<file path="config.mk">
export PLATFORM = sky130hd
export DESIGN_NAME = rdrp_exec
export DESIGN_NICKNAME = d
export VERILOG_FILES = /design/src/rtl/core/rdrp_pkg.sv /design/src/rtl/core/rdrp_exec.sv
export SDC_FILE = /design/constraint.sdc
export NUM_CORES = 1
export LEC_CHECK = 0
export ABC_CLOCK_PERIOD_IN_PS = 2180
export BUFFER_PORTS_ARGS = -buffer_cell sky130_fd_sc_hd__clkbuf_2
export CAP_MARGIN = 25
export CORE_AREA = 2 2 163 165
export DETAILED_ROUTE_END_ITERATION = 16
export DIE_AREA = 0 0 165 167
export PLACE_DENSITY = 0.3
export RECOVER_POWER = 25
export SYNTH_ARGS = -nofsm -noshare
export SYNTH_HDL_FRONTEND = slang
export SYNTH_SLANG_ARGS = --single-unit
</file>
<file path="constraint.sdc">
create_clock -name vclk -period 2.18
set_input_delay 0 -clock vclk [all_inputs]
set_output_delay 0 -clock vclk [all_outputs]
set_load 0.01 [all_outputs]
</file>
<file path="src/rtl/core/rdrp_pkg.sv">
// ----------------------------------------------------------------------------
// Receive descriptor ring producer - shared package
// Payload types, field widths, status codes, FSM states and parameter defaults.
// ----------------------------------------------------------------------------
package rdrp_pkg;

   // Field widths
   localparam int ENTRY_W = 10;
   localparam int ADDR_W  = 32;
   localparam int LEN_W   = 14;
   localparam int WORD_W  = 32;

   // Parameter defaults
   localparam int ENTRY_COUNT_DEF  = 1024;
   localparam int COPY_LIMIT_DEF   = 2048;
   localparam int PACKET_LIMIT_DEF = 16383;

   // Command codes
   localparam logic CMD_ENQUEUE = 1'b0;
   localparam logic CMD_REFILL  = 1'b1;

   // Result status codes
   typedef enum logic [1:0] {
      STATUS_OK    = 2'd0,
      STATUS_RANGE = 2'd1,
      STATUS_FULL  = 2'd2
   } status_type;

   // Control sequencer states
   typedef enum logic [1:0] {
      ST_CLEAR,
      ST_IDLE,
      ST_EXEC
   } state_type;

   // Input request
   typedef struct packed {
      logic               cmd;
      logic [ENTRY_W-1:0] entry_index;
      logic [ADDR_W-1:0]  dest_address;
      logic [ADDR_W-1:0]  source_address;
      logic [LEN_W-1:0]   pkt_len;
      logic [LEN_W-1:0]   frag_len;
      logic               flag_bit;
      logic [5:0]         rx_flags;
      logic [4:0]         route;
      logic [15:0]        flow_tag;
      logic [WORD_W-1:0]  pkt_word;
   } req_type;

   // Result
   typedef struct packed {
      status_type         status;
      logic               copy_valid;
      logic [ADDR_W-1:0]  copy_source;
      logic [ADDR_W-1:0]  copy_dest;
      logic [LEN_W-1:0]   copy_bytes;
      logic               oversize_used;
      logic [ENTRY_W-1:0] written_entry;
      logic [WORD_W-1:0]  control_word;
      logic [WORD_W-1:0]  metadata_word;
      logic [WORD_W-1:0]  desc_word;
      logic [ENTRY_W-1:0] next_producer;
   } rsp_type;

   // Store updates decided by the execute logic
   typedef struct packed {
      logic refill_wr;   // write dest address and clear occupied mark
      logic commit;      // mark producer entry occupied and advance
   } exec_ctl_type;

endpackage

</file>
<file path="src/rtl/core/rdrp_exec.sv">
// ----------------------------------------------------------------------------
// Receive descriptor ring producer - execute logic
// Validates a request against the read entry data, picks the copy length,
// packs descriptor words and decides the store updates.
// ----------------------------------------------------------------------------
module rdrp_exec #(
   parameter int ENTRY_COUNT  = rdrp_pkg::ENTRY_COUNT_DEF,
   parameter int COPY_LIMIT   = rdrp_pkg::COPY_LIMIT_DEF,
   parameter int PACKET_LIMIT = rdrp_pkg::PACKET_LIMIT_DEF,
   localparam int IDX_W       = $clog2(ENTRY_COUNT)
) (
   input  rdrp_pkg::req_type           req,
   input  logic [IDX_W-1:0]            prod,
   input  logic [IDX_W-1:0]            prod_next,
   input  logic                        guard_occupied,
   input  logic [rdrp_pkg::ADDR_W-1:0] prod_dest,
   output rdrp_pkg::rsp_type           rsp,
   output rdrp_pkg::exec_ctl_type      ctl
);
   import rdrp_pkg::*;

   logic             bad_delivery;
   logic             bad_copy;
   logic             oversize;
   logic [LEN_W-1:0] frag_clamped;
   logic [LEN_W-1:0] copy_len;
   logic             index_ok;

   // Delivery checks
   assign bad_delivery = (req.source_address == '0) || (req.source_address[1:0] != 2'b00) ||
                         (req.pkt_len == '0) ||
                         (req.pkt_len > LEN_W'(PACKET_LIMIT)) ||
                         (req.frag_len > LEN_W'(PACKET_LIMIT));

   // Copy length: total, or fragment clamped to the copy limit when oversize
   assign oversize     = req.pkt_len > LEN_W'(COPY_LIMIT);
   assign frag_clamped = (req.frag_len > LEN_W'(COPY_LIMIT)) ?
                         LEN_W'(COPY_LIMIT) : req.frag_len;
   assign copy_len     = oversize ? frag_clamped : req.pkt_len;

   assign bad_copy = (copy_len == '0) || (prod_dest == '0) || (prod_dest[1:0] != 2'b00);

   // Refill indexes beyond the ring are dropped
   assign index_ok = {22'd0, req.entry_index} < 32'(ENTRY_COUNT);

   // Result and store updates
   always_comb begin
      rsp               = '0;
      rsp.status        = STATUS_OK;
      rsp.next_producer = ENTRY_W'(prod);
      ctl               = '0;
      priority if (req.cmd == CMD_REFILL) begin
         ctl.refill_wr = index_ok;
      end else if (bad_delivery) begin
         rsp.status = STATUS_RANGE;
      end else if (guard_occupied) begin
         rsp.status = STATUS_FULL;
      end else if (bad_copy) begin
         rsp.status = STATUS_RANGE;
      end else begin
         ctl.commit         = 1'b1;
         rsp.copy_valid     = 1'b1;
         rsp.copy_source    = req.source_address;
         rsp.copy_dest      = prod_dest;
         rsp.copy_bytes     = copy_len;
         rsp.oversize_used  = oversize;
         rsp.written_entry  = ENTRY_W'(prod);
         rsp.control_word   = {2'b00, req.flag_bit, req.pkt_len,
                               req.frag_len, 1'b1};
         rsp.metadata_word  = {req.rx_flags, 5'd0, req.route, req.flow_tag};
         rsp.desc_word      = req.pkt_word;
         rsp.next_producer  = ENTRY_W'(prod_next);
      end
   end

endmodule

</file>
# Word level (Yosys, flattened, before mapping)
# Index checks and enable logic that the tools add are counted.
word_totals:
  regBits: 0
  latchBits: 0
  mem_bits_rw: 0
  rom_bits: 0
  in_bits: 216
  memories: 0
classes:
  add_sub_neg: 0
  n_mul: 0
  div_mod_pow: 0
  magnitude_cmp: 4
  n_eq_ne: 0
  shifts: 0
  mux: 14
  bitwise_logic: 0
  n_reduce_logical: 12
op_table:
  columns: ["operator", "count"]
  rows:
  - ["two-way mux 196 bit", 3]
  - ["two-way mux 198 bit", 1]
  - ["zero test 32 bit", 2]
  - ["greater-than comparator 14 x 12 -> 1 bit (second input constant)", 2]
  - ["greater-than comparator 14 bit (second input constant)", 2]
  - ["zero test 14 bit", 2]
  - ["two-way mux 14 bit", 2]
  - ["logical OR 1 bit", 6]
  - ["two-way mux 1 bit", 6]
  - ["two-way mux 2 bit", 2]
  - ["nonzero test 2 bit", 2]

# Depth between registers and ports, before layout
# Gate-level depths: netlist of the first run.
logic_depth:
  word_depth: 10
  ltp_mapped: 8
  mapped_depth_nobuf: 5

# Worst setup path after synthesis of the first run
# Ideal clock, no wire load.
synth_timing:
  path_kind: "in2out"
  startpoint: "input req[77] (netlist name)"
  endpoint: "output rsp[3] (netlist name)"
  t_arrival_ps: 1695
  path_slack_ps: 485
  path_stages: 8
  n_path_buf: 3
  path_cell_list: "nor4_1 -> a41o_1 -> a222oi_1 -> buf_4 -> nor4_4 -> buf_6 -> buf_8 -> mux2_4"
synth_lines:
  columns: ["item", "line_no", "rtl"]
  rows:
  - ["start: declaration", "rdrp_exec.sv:12", "input rdrp_pkg::req_type req,"]
  - ["end: declaration", "rdrp_exec.sv:17", "output rdrp_pkg::rsp_type rsp,"]

==> results.txt, run 1 <==
outcome: finished clean
total power: 0.397 mW
Final period util: 96.7%
RSZ-0062 raised after global routing: true
final core occ: 18.1%
setup violators final: 0
Port Buffers: 361
share of layout cells above drive strength 1: 64.0%
max-cap violation count: 0
fraction of synthesized cell area taken by the top area cell type: 50.4%
most frequent cells in the layout: 330 x clkbuf_2, 142 x and2_1, 36 x buf_4
Seq Cell Count: 0
WL final: 13600 um
mapped cell area: 1940 um^2
fin nets: 902
Slew Limit Fails: 0
Crit Path Class: primary input to output port
Power Density: 85.3 nW/um^2
CP Capture Type: output port
Initial Utilization: 7.52%
placed cell areas: 4270 um^2
top cells by area, synth: and2_1 50%, buf_4 7.4%, mux2_4 5.4%
vias in the first global route: 3329
CP Launch Type: primary input
first-pass GRT wire length: 19000 um
class of the most critical hold timing path: primary input to output port
Area growth, synth to finish: 140%
1st-pass router iterations: 4
die width: 165 um
Syn Inst Count: 303
synthesized area per cell: 6.40 um^2
Final Hold Vio Count: 0
Tot GR Track Use: 8.74%
synth unique cells: 31
hold slack: 0.244 ns
Initial DRC Count: 45
worst vdd ir: 0.0000341 V
CP Max Fanout: 8
Clock Buffer Count: 0
antenna-violating nets left: 0
synth warn: 0
# fillers: 2990
Die ar.: 27600 um^2
placed cell count: 1011
post-DP HPWL: 12100 um
# rows: 59
Max Freq: 474 MHz
total gr overflow: 0
Final GP Congestion: 0.744
Via density: 3.36
io pins: 416
leading area contributor after synthesis: and2_1
final worst path period need: 2.11 ns
drt wl/cell: 13.3 um
antenna violations before repair: 1
Vias: 3425
drt drc: 0
FF+latch area: 0 um^2
WP data required: 2.18 ns
CTS Hold Bufs: 0
Layout Cells excl Fill: 1019
Worst EP arrival: 2.11 ns
# diodes: 0
Static Leak: 2.63 nW
Design Area, Final: 4650 um^2
chip height: 167 um
most common cell after layout, fill and taps aside: clkbuf_2
core area: 25800 um^2
sequential share of the synthesized area: 0%
largest net degree at the start of global routing: 39
[worst max-delay path, cell delays in order]
cell	delay, ns
buf_8	0.10
nor4_4	0.25
buf_4	0.15
a41o_1	0.17
a222oi_1	0.13
buf_4	0.17
nor4_4	0.32
buf_6	0.22
buf_12	0.14
mux2_4	0.31
buf_6	0.13
[synthesized netlist by cell type (all sizes together)]
library cell  number
a211oi             1
a21boi             5
a21oi              3
a222oi             1
a31oi              5
a41o               1
and2             156
and3               5
buf               22
clkbuf            17
conb               1
inv                3
mux2              10
nand2              9
nand3              7
nand4              7
nor2              12
nor3              12
nor4              18
o21ai              3
o21bai             1
o41ai              1
or2                2
or3                1
[through the flow]
stage	setup WS, ns	setup TNS, ns
final	0.0719	0
after global routing	-0.107	-6.88
after CTS	0.00582	0
after detailed placement	-0.115	-5.21
after global placement	-0.0907	-3.38
after floorplan	0.485	0
[final cells by class]
| type | instances | area [um^2] | share of cell area, % |
|---|---|---|---|
| Tap cell | 335 | 419 | 9.01 |
| Timing Repair Buffer | 408 | 2440 | 52.4 |
| Inverter | 3 | 11.3 | 0.242 |
| Multi-Input combinational cell | 273 | 1790 | 38.4 |
[cell families after synthesis]
family                 count (synthesis)  synth area share, %
AND/OR/NAND/NOR                      229                 71.5
buffers and inverters                 42                 13.8
AO/OA/AOI/OAI                         21                 7.36
multiplexers                          10                 7.17
other                                  1                0.193
[path summary, 6_finish.rpt]
check	from	end	cells past startpoint
min	req[162]	ctl[1]	2
max	req[82]	rsp[6]	11
[where the power goes]
| part | total [mW] | internal, mW | switching, mW | leakage, nW |
|---|---|---|---|---|
| registers | 0 | 0 | 0 | 0 |
| logic | 0.397 | 0.214 | 0.183 | 2.63 |
| clock network | 0 | 0 | 0 | 0 |
| total | 0.397 | 0.214 | 0.183 | 2.63 |
[routing by layer]
layer  routed length [um]  GRT usage, %
met1                 5440          10.3
met2                 7150          17.4
met3                  950          1.12
met4                   41         0.265
met5                   12             0
[timing repair]
item,in CTS,in global routing
setup buffers,3,3
pin swaps,2,14
endpoints found under the setup margin,76,137
gates cloned,1,2
resized for setup,3,89
No activity file was read; power rests on OpenSTA's default activity.
==> run 2: changes to the inputs <==
--- a/config.mk
+++ b/config.mk
@@ -5,7 +5,6 @@
 export SDC_FILE = /design/constraint.sdc
 export NUM_CORES = 1
 export LEC_CHECK = 0
-export ABC_CLOCK_PERIOD_IN_PS = 2180
 export BUFFER_PORTS_ARGS = -buffer_cell sky130_fd_sc_hd__clkbuf_2
 export CAP_MARGIN = 25
 export CORE_AREA = 2 2 163 165
@@ -13,6 +12,7 @@
 export DIE_AREA = 0 0 165 167
 export PLACE_DENSITY = 0.3
 export RECOVER_POWER = 25
+export REMOVE_ABC_BUFFERS = 1
 export SYNTH_ARGS = -nofsm -noshare
 export SYNTH_HDL_FRONTEND = slang
 export SYNTH_SLANG_ARGS = --single-unit
==> run 2 against run 1 <==
  * First-iteration DRC count rose by 120%
  * Critical path depth unchanged
  * Global-route usage increased by 0.48 points
  * Clock-buffer cell count unchanged
  * Worst hold slack better by 0.031 ns
  * Design area shrank 7.9%
  * Flip-flop and latch count stayed put
  * Non-clock buffer count shrank 16
  * Routed wire length rose by 4.1%
  * Largest cell class unchanged
  * Highest routed layer is now met3
==> results.txt, run 2 (synthesis results as in run 1) <==
outcome: finished clean
Area growth, synth to finish: 121%
# fillers: 2981 (-0.30%)
io pins: 416 (unchanged)
Logic pwr share: 100.0% (about the same)
Clock power frac: 0% (unchanged)
Initial Utilization: 7.52% (unchanged)
Pint: 0.185 mW (-13%)
sequential power share: 0% (unchanged)
Die ar.: 27600 um^2 (unchanged)
Port Buffers: 361 (unchanged)
Seq Cell Count: 0 (unchanged)
WL final: 14200 um (+4.1%)
antenna violations before repair: 0 (-1)
crit-path cells: clkbuf_2 -> nor4_4 -> buf_4 -> a41o_1 -> a222oi_1 -> buf_4 -> nor4_4 -> buf_6 -> buf_6 -> mux2_4 -> clkbuf_2
Clock Buffer Count: 0 (unchanged)
Power Density: 85.3 nW/um^2 (about the same)
Psw: 0.180 mW (-1.4%)
total power: 0.366 mW (-7.9%)
Slew Limit Fails: 0 (unchanged)
Crit Path Class: primary input to output port
final worst path period need: 2.02 ns (-0.0910 ns)
core area: 25800 um^2 (unchanged)
fin nets: 886 (-1.8%)
setup_tns: 0 ns (unchanged)
share of layout cells above drive strength 1: 60.6% (-3.4 points)
Final period util: 92.5% (-4.2 points)
1st-pass router iterations: 4 (unchanged)
hold path endpoint: ctl[1]
max-cap violation count: 0 (unchanged)
drt drc: 0 (unchanged)
# rows: 59 (unchanged)
class of the most critical hold timing path: primary input to output port
Crit-path slowest cell: mux2_4
total gr overflow: 0 (unchanged)
setup violators final: 0 (unchanged)
antenna-violating nets left: 0 (unchanged)
Final GP Congestion: 0.728 (-2.2%)
Hold Path Origin: req[162]
first-pass GRT wire length: 19300 um (+2.1%)
FF+latch area: 0 um^2 (unchanged)
largest net degree at the start of global routing: 35 (-10%)
drt wl/cell: 14.1 um (+5.8%)
worst vdd ir: 0.0000340 V (-0.45%)
CP Max Fanout: 20 (+12)
Vias: 3421 (-0.12%)
hold depth: 2 (unchanged)
Worst EP arrival: 2.02 ns (-0.09 ns)
WP data required: 2.18 ns (about the same)
chip height: 167 um (unchanged)
RSZ-0062 raised after global routing: true
Net Sw Frac: 49.3% (+3.3 points)
die width: 165 um (unchanged)
CP Launch Type: primary input
Final Hold Vio Count: 0 (unchanged)
placed cell count: 998 (-1.3%)
Via density: 3.41 (+1.5%)
Static Leak: 2.46 nW (-6.5%)
hold slack: 0.274 ns (+0.0309 ns)
Max Freq: 496 MHz (+4.5%)
CP Capture Type: output port
vias in the first global route: 3271 (-1.7%)
most frequent cells in the layout: 358 x clkbuf_2, 156 x and2_1, 23 x buf_4
Layout Cells excl Fill: 1003 (-1.6%)
# diodes: 0 (unchanged)
Initial DRC Count: 101 (+120%)
CTS Hold Bufs: 0 (unchanged)
most common cell after layout, fill and taps aside: clkbuf_2
post-DP HPWL: 12500 um (+3.6%)
Tot GR Track Use: 9.22% (+0.48 points)
max incr delay on CP: 0.32 ns (about the same)
run 2: worst max-delay path by stage:
stage	slack [ns]	from	endpoint
global placement	-0.03	req[77]	rsp[124]
finish	0.16	req[77]	rsp[4]
floorplan	-2.71	req[72]	rsp[0]
CTS	0.001	req[62]	rsp[4]
global route	-0.03	req[77]	rsp[4]
detailed placement	-0.05	req[77]	rsp[0]
run 2: critical path: cells and delay by family:
kind | cells | cell delay (ns)
AND/OR/NAND/NOR | 2 | 0.45
buffers and inverters | 6 | 0.94
multiplexers | 1 | 0.32
AO/OA/AOI/OAI | 2 | 0.28
run 2: stage by stage:
stage	area [um^2]	utilization [%]	worst slack, ns
floorplan	1730	-	-2.71
global placement	4170	16.2	-0.0272
detailed placement	4170	16.2	-0.0475
CTS	4230	16.4	0.00121
global route	4290	16.6	-0.0311
finish	4290	16.6	0.163
run 2: layout make-up:
type                       count  area [um^2]  share of cell area [%]
inverter                       3         11.3                   0.263
multi-input combinational    273         1740                    40.7
timing repair buffer         392         2110                    49.3
tap                          335          419                    9.78
run 2: metal layers:
| metal | global-route usage [%] | part of all wire (%) |
|---|---|---|
| met1 | 9.72 | 37 |
| met5 | 0 | 0 |
| met4 | 0 | 0 |
| met2 | 19.6 | 55 |
| met3 | 1.44 | 8.4 |
run 2: what timing repair did:
action                                  in CTS  in global routing
gates resized for setup                      1                  7
cloned                                       1                  1
endpoints found under the setup margin      57                176
pin swaps                                    2                  1
setup buffers                                2                  1
run 2: power by group through the flow:
| stage | combinational (mW) | clock [mW] | sequential, mW |
|---|---|---|---|
| 5_1_grt | 0.408 | 0 | 0 |
| 4_1_cts | 0.371 | 0 | 0 |
| 3_5_place_dp | 0.365 | 0 | 0 |
| 2_1_floorplan | 0.100 | 0 | 0 |
| 3_3_place_gp | 0.366 | 0 | 0 |
| 6_report | 0.366 | 0 | 0 |
==> run 3: changes to the inputs <==
--- a/config.mk
+++ b/config.mk
@@ -7,10 +7,10 @@
 export LEC_CHECK = 0
 export BUFFER_PORTS_ARGS = -buffer_cell sky130_fd_sc_hd__clkbuf_2
 export CAP_MARGIN = 25
-export CORE_AREA = 2 2 163 165
+export CORE_AREA = 3 3 159 161
 export DETAILED_ROUTE_END_ITERATION = 16
-export DIE_AREA = 0 0 165 167
-export PLACE_DENSITY = 0.3
+export DIE_AREA = 0 0 162 164
+export PLACE_DENSITY = 0.32
 export RECOVER_POWER = 25
 export REMOVE_ABC_BUFFERS = 1
 export SYNTH_ARGS = -nofsm -noshare
==> constraint.sdc (replaced) <==
create_clock -name vclk -period 2.18
set_input_delay 0.218 -clock vclk [all_inputs]
set_output_delay 0.218 -clock vclk [all_outputs]
set_load 0.01 [all_outputs]
==> run 3 against run 2 <==
  * The flow now finishes with violations (negative setup slack)
  * Final cell count rose by 5.1%
  * Combinational power up 39%
  * Via count increased by 12%
  * Setup slack worse by 0.43 ns
  * Routed wire length grew 30%
  * Power rose by 39%
  * Global-route usage is 1.7 points higher
  * Flip-flop and latch count is the same
  * Sequential share of layout area did not move
  * Non-clock buffer count rose by 60
  * Design area rose by 44%
  * Critical endpoint unchanged
  * Largest cell class unchanged
  * Largest power group unchanged
==> results.txt, run 3 (synthesis results as in run 1) <==
outcome: complete, but fails checks
failing checks: negative setup slack
CTS Hold Bufs: 0 (unchanged)
drt wl/cell: 17.5 um (+24%)
Static Leak: 3.22 nW (+31%)
worst vdd ir: 0.0000352 V (+3.5%)
first-pass GRT wire length: 22200 um (+15%)
vias in the first global route: 3463 (+5.9%)
Vias: 3841 (+12%)
WP data required: 1.96 ns (-0.22 ns)
Initial Utilization: 8.04% (+0.52 points)
Final Hold Vio Count: 0 (unchanged)
1st-pass router iterations: 4 (unchanged)
share of layout cells above drive strength 1: 80.7% (+20 points)
Power Density: 82.1 nW/um^2 (-3.8%)
post-DP HPWL: 14200 um (+13%)
Hold Path Origin: req[41]
hold path endpoint: rsp[51]
final worst path period need: 2.44 ns (+0.427 ns)
Clock Buffer Count: 0 (unchanged)
chip height: 164 um (-1.8%)
class of the most critical hold timing path: primary input to output port
CP Launch Type: primary input
RSZ-0062 raised after global routing: true
setup violators final: 176 (+176)
drt drc: 0 (unchanged)
Slew Limit Fails: 0 (unchanged)
Tot GR Track Use: 10.9% (+1.7 points)
Final period util: 112% (+20 points)
largest net degree at the start of global routing: 28 (-20%)
antenna-violating nets left: 0 (unchanged)
antenna violations before repair: 2 (+2)
placed cell areas: 4460 um^2 (+6.8%)
# rows: 57 (-3.4%)
Area growth, synth to finish: 219%
core area: 24100 um^2 (-6.4%)
worst setup margin: -0.264 ns (-0.427 ns)
Worst EP arrival: 2.23 ns (+0.21 ns)
total gr overflow: 0 (unchanged)
setup_tns: -30.50 ns (-30.50 ns)
fin nets: 947 (+6.9%)
Via density: 3.64 (+6.8%)
FF+latch area: 0 um^2 (unchanged)
Final GP Congestion: 0.810 (+11%)
Max Freq: 409 MHz (-17%)
CP Capture Type: output port
Crit Path Class: primary input to output port
die width: 162 um (-1.8%)
WL final: 18500 um (+30%)
most common cell after layout, fill and taps aside: clkbuf_2
hold depth: 3 (+1)
most frequent cells in the layout: 229 x clkbuf_2, 122 x buf_6, 104 x and2_4
io pins: 416 (unchanged)
Layout Cells excl Fill: 1054 (+5.1%)
Port Buffers: 361 (unchanged)
Seq Cell Count: 0 (unchanged)
CP Max Fanout: 8 (-60%)
Die ar.: 26600 um^2 (-3.6%)
Initial DRC Count: 87 (-14%)
placed cell count: 1020 (+2.2%)
Design Area, Final: 6190 um^2 (+44%)
max-cap violation count: 0 (unchanged)
## run 3: what timing repair did
item                                   CTS  global route
pin swaps                               10           102
gates cloned                             3            16
buffers inserted                         3            14
setup endpoints to repair              185           185
gates resized for setup                 40           383
endpoints found under the hold margin    0             0
## run 3: metal layers
layer / vias to the layer above / part of all wire (%) / track usage, %
li1: 1861 / - / -
met1: 1785 / 38 / 12.9
met2: 189 / 54 / 21.4
met3: 4 / 7.4 / 2.27
met4: 2 / 0.15 / 0.155
met5: - / 0.065 / 0
## run 3: layout make-up
class / count / area (um^2)
inverters: 3 / 11.3
well taps: 324 / 405
fillers: 2676 / 17900
multi-input cells: 274 / 2110
diodes: 1 / 2.50
repair buffers: 452 / 3660
## run 3: worst max path at each step
stage | depth (start not counted) | slack (ns) | to | start
after floorplan | 4 | -3.14 | rsp[0] | req[72]
after global placement | 10 | -0.53 | rsp[121] | req[77]
after detailed placement | 10 | -0.55 | rsp[121] | req[77]
after CTS | 12 | -0.33 | rsp[62] | prod_dest[31]
after global routing | 10 | -0.36 | rsp[7] | req[81]
final | 11 | -0.26 | rsp[4] | req[78]
## run 3: power by group
group	internal [mW]	leakage, nW	total, mW	switching, mW
clock network	0.0000000613	0.00000634	0.0000000613	0
logic	0.285	3.22	0.508	0.223
registers	0	0	0	0
## run 3: stage by stage
stage	utilization [%]	hold WS, ns	worst slack (ns)	power, mW
2_1_floorplan	-	0.436	-3.14	0.100
3_3_place_gp	18.5	0.729	-0.527	0.412
3_5_place_dp	18.5	0.730	-0.548	0.411
4_1_cts	19.6	0.730	-0.327	0.435
5_1_grt	25.7	0.736	-0.362	0.550
6_report	25.7	0.726	-0.264	0.508
## run 3: critical path, cell delays in order
cell       delay (ns)
clkbuf_2         0.11
nor4_4           0.29
buf_4            0.16
a41o_1           0.16
a222oi_1         0.10
buf_4            0.18
nor4_4           0.19
buf_6            0.19
clkbuf_16        0.19
mux2_4           0.32
buf_6            0.13
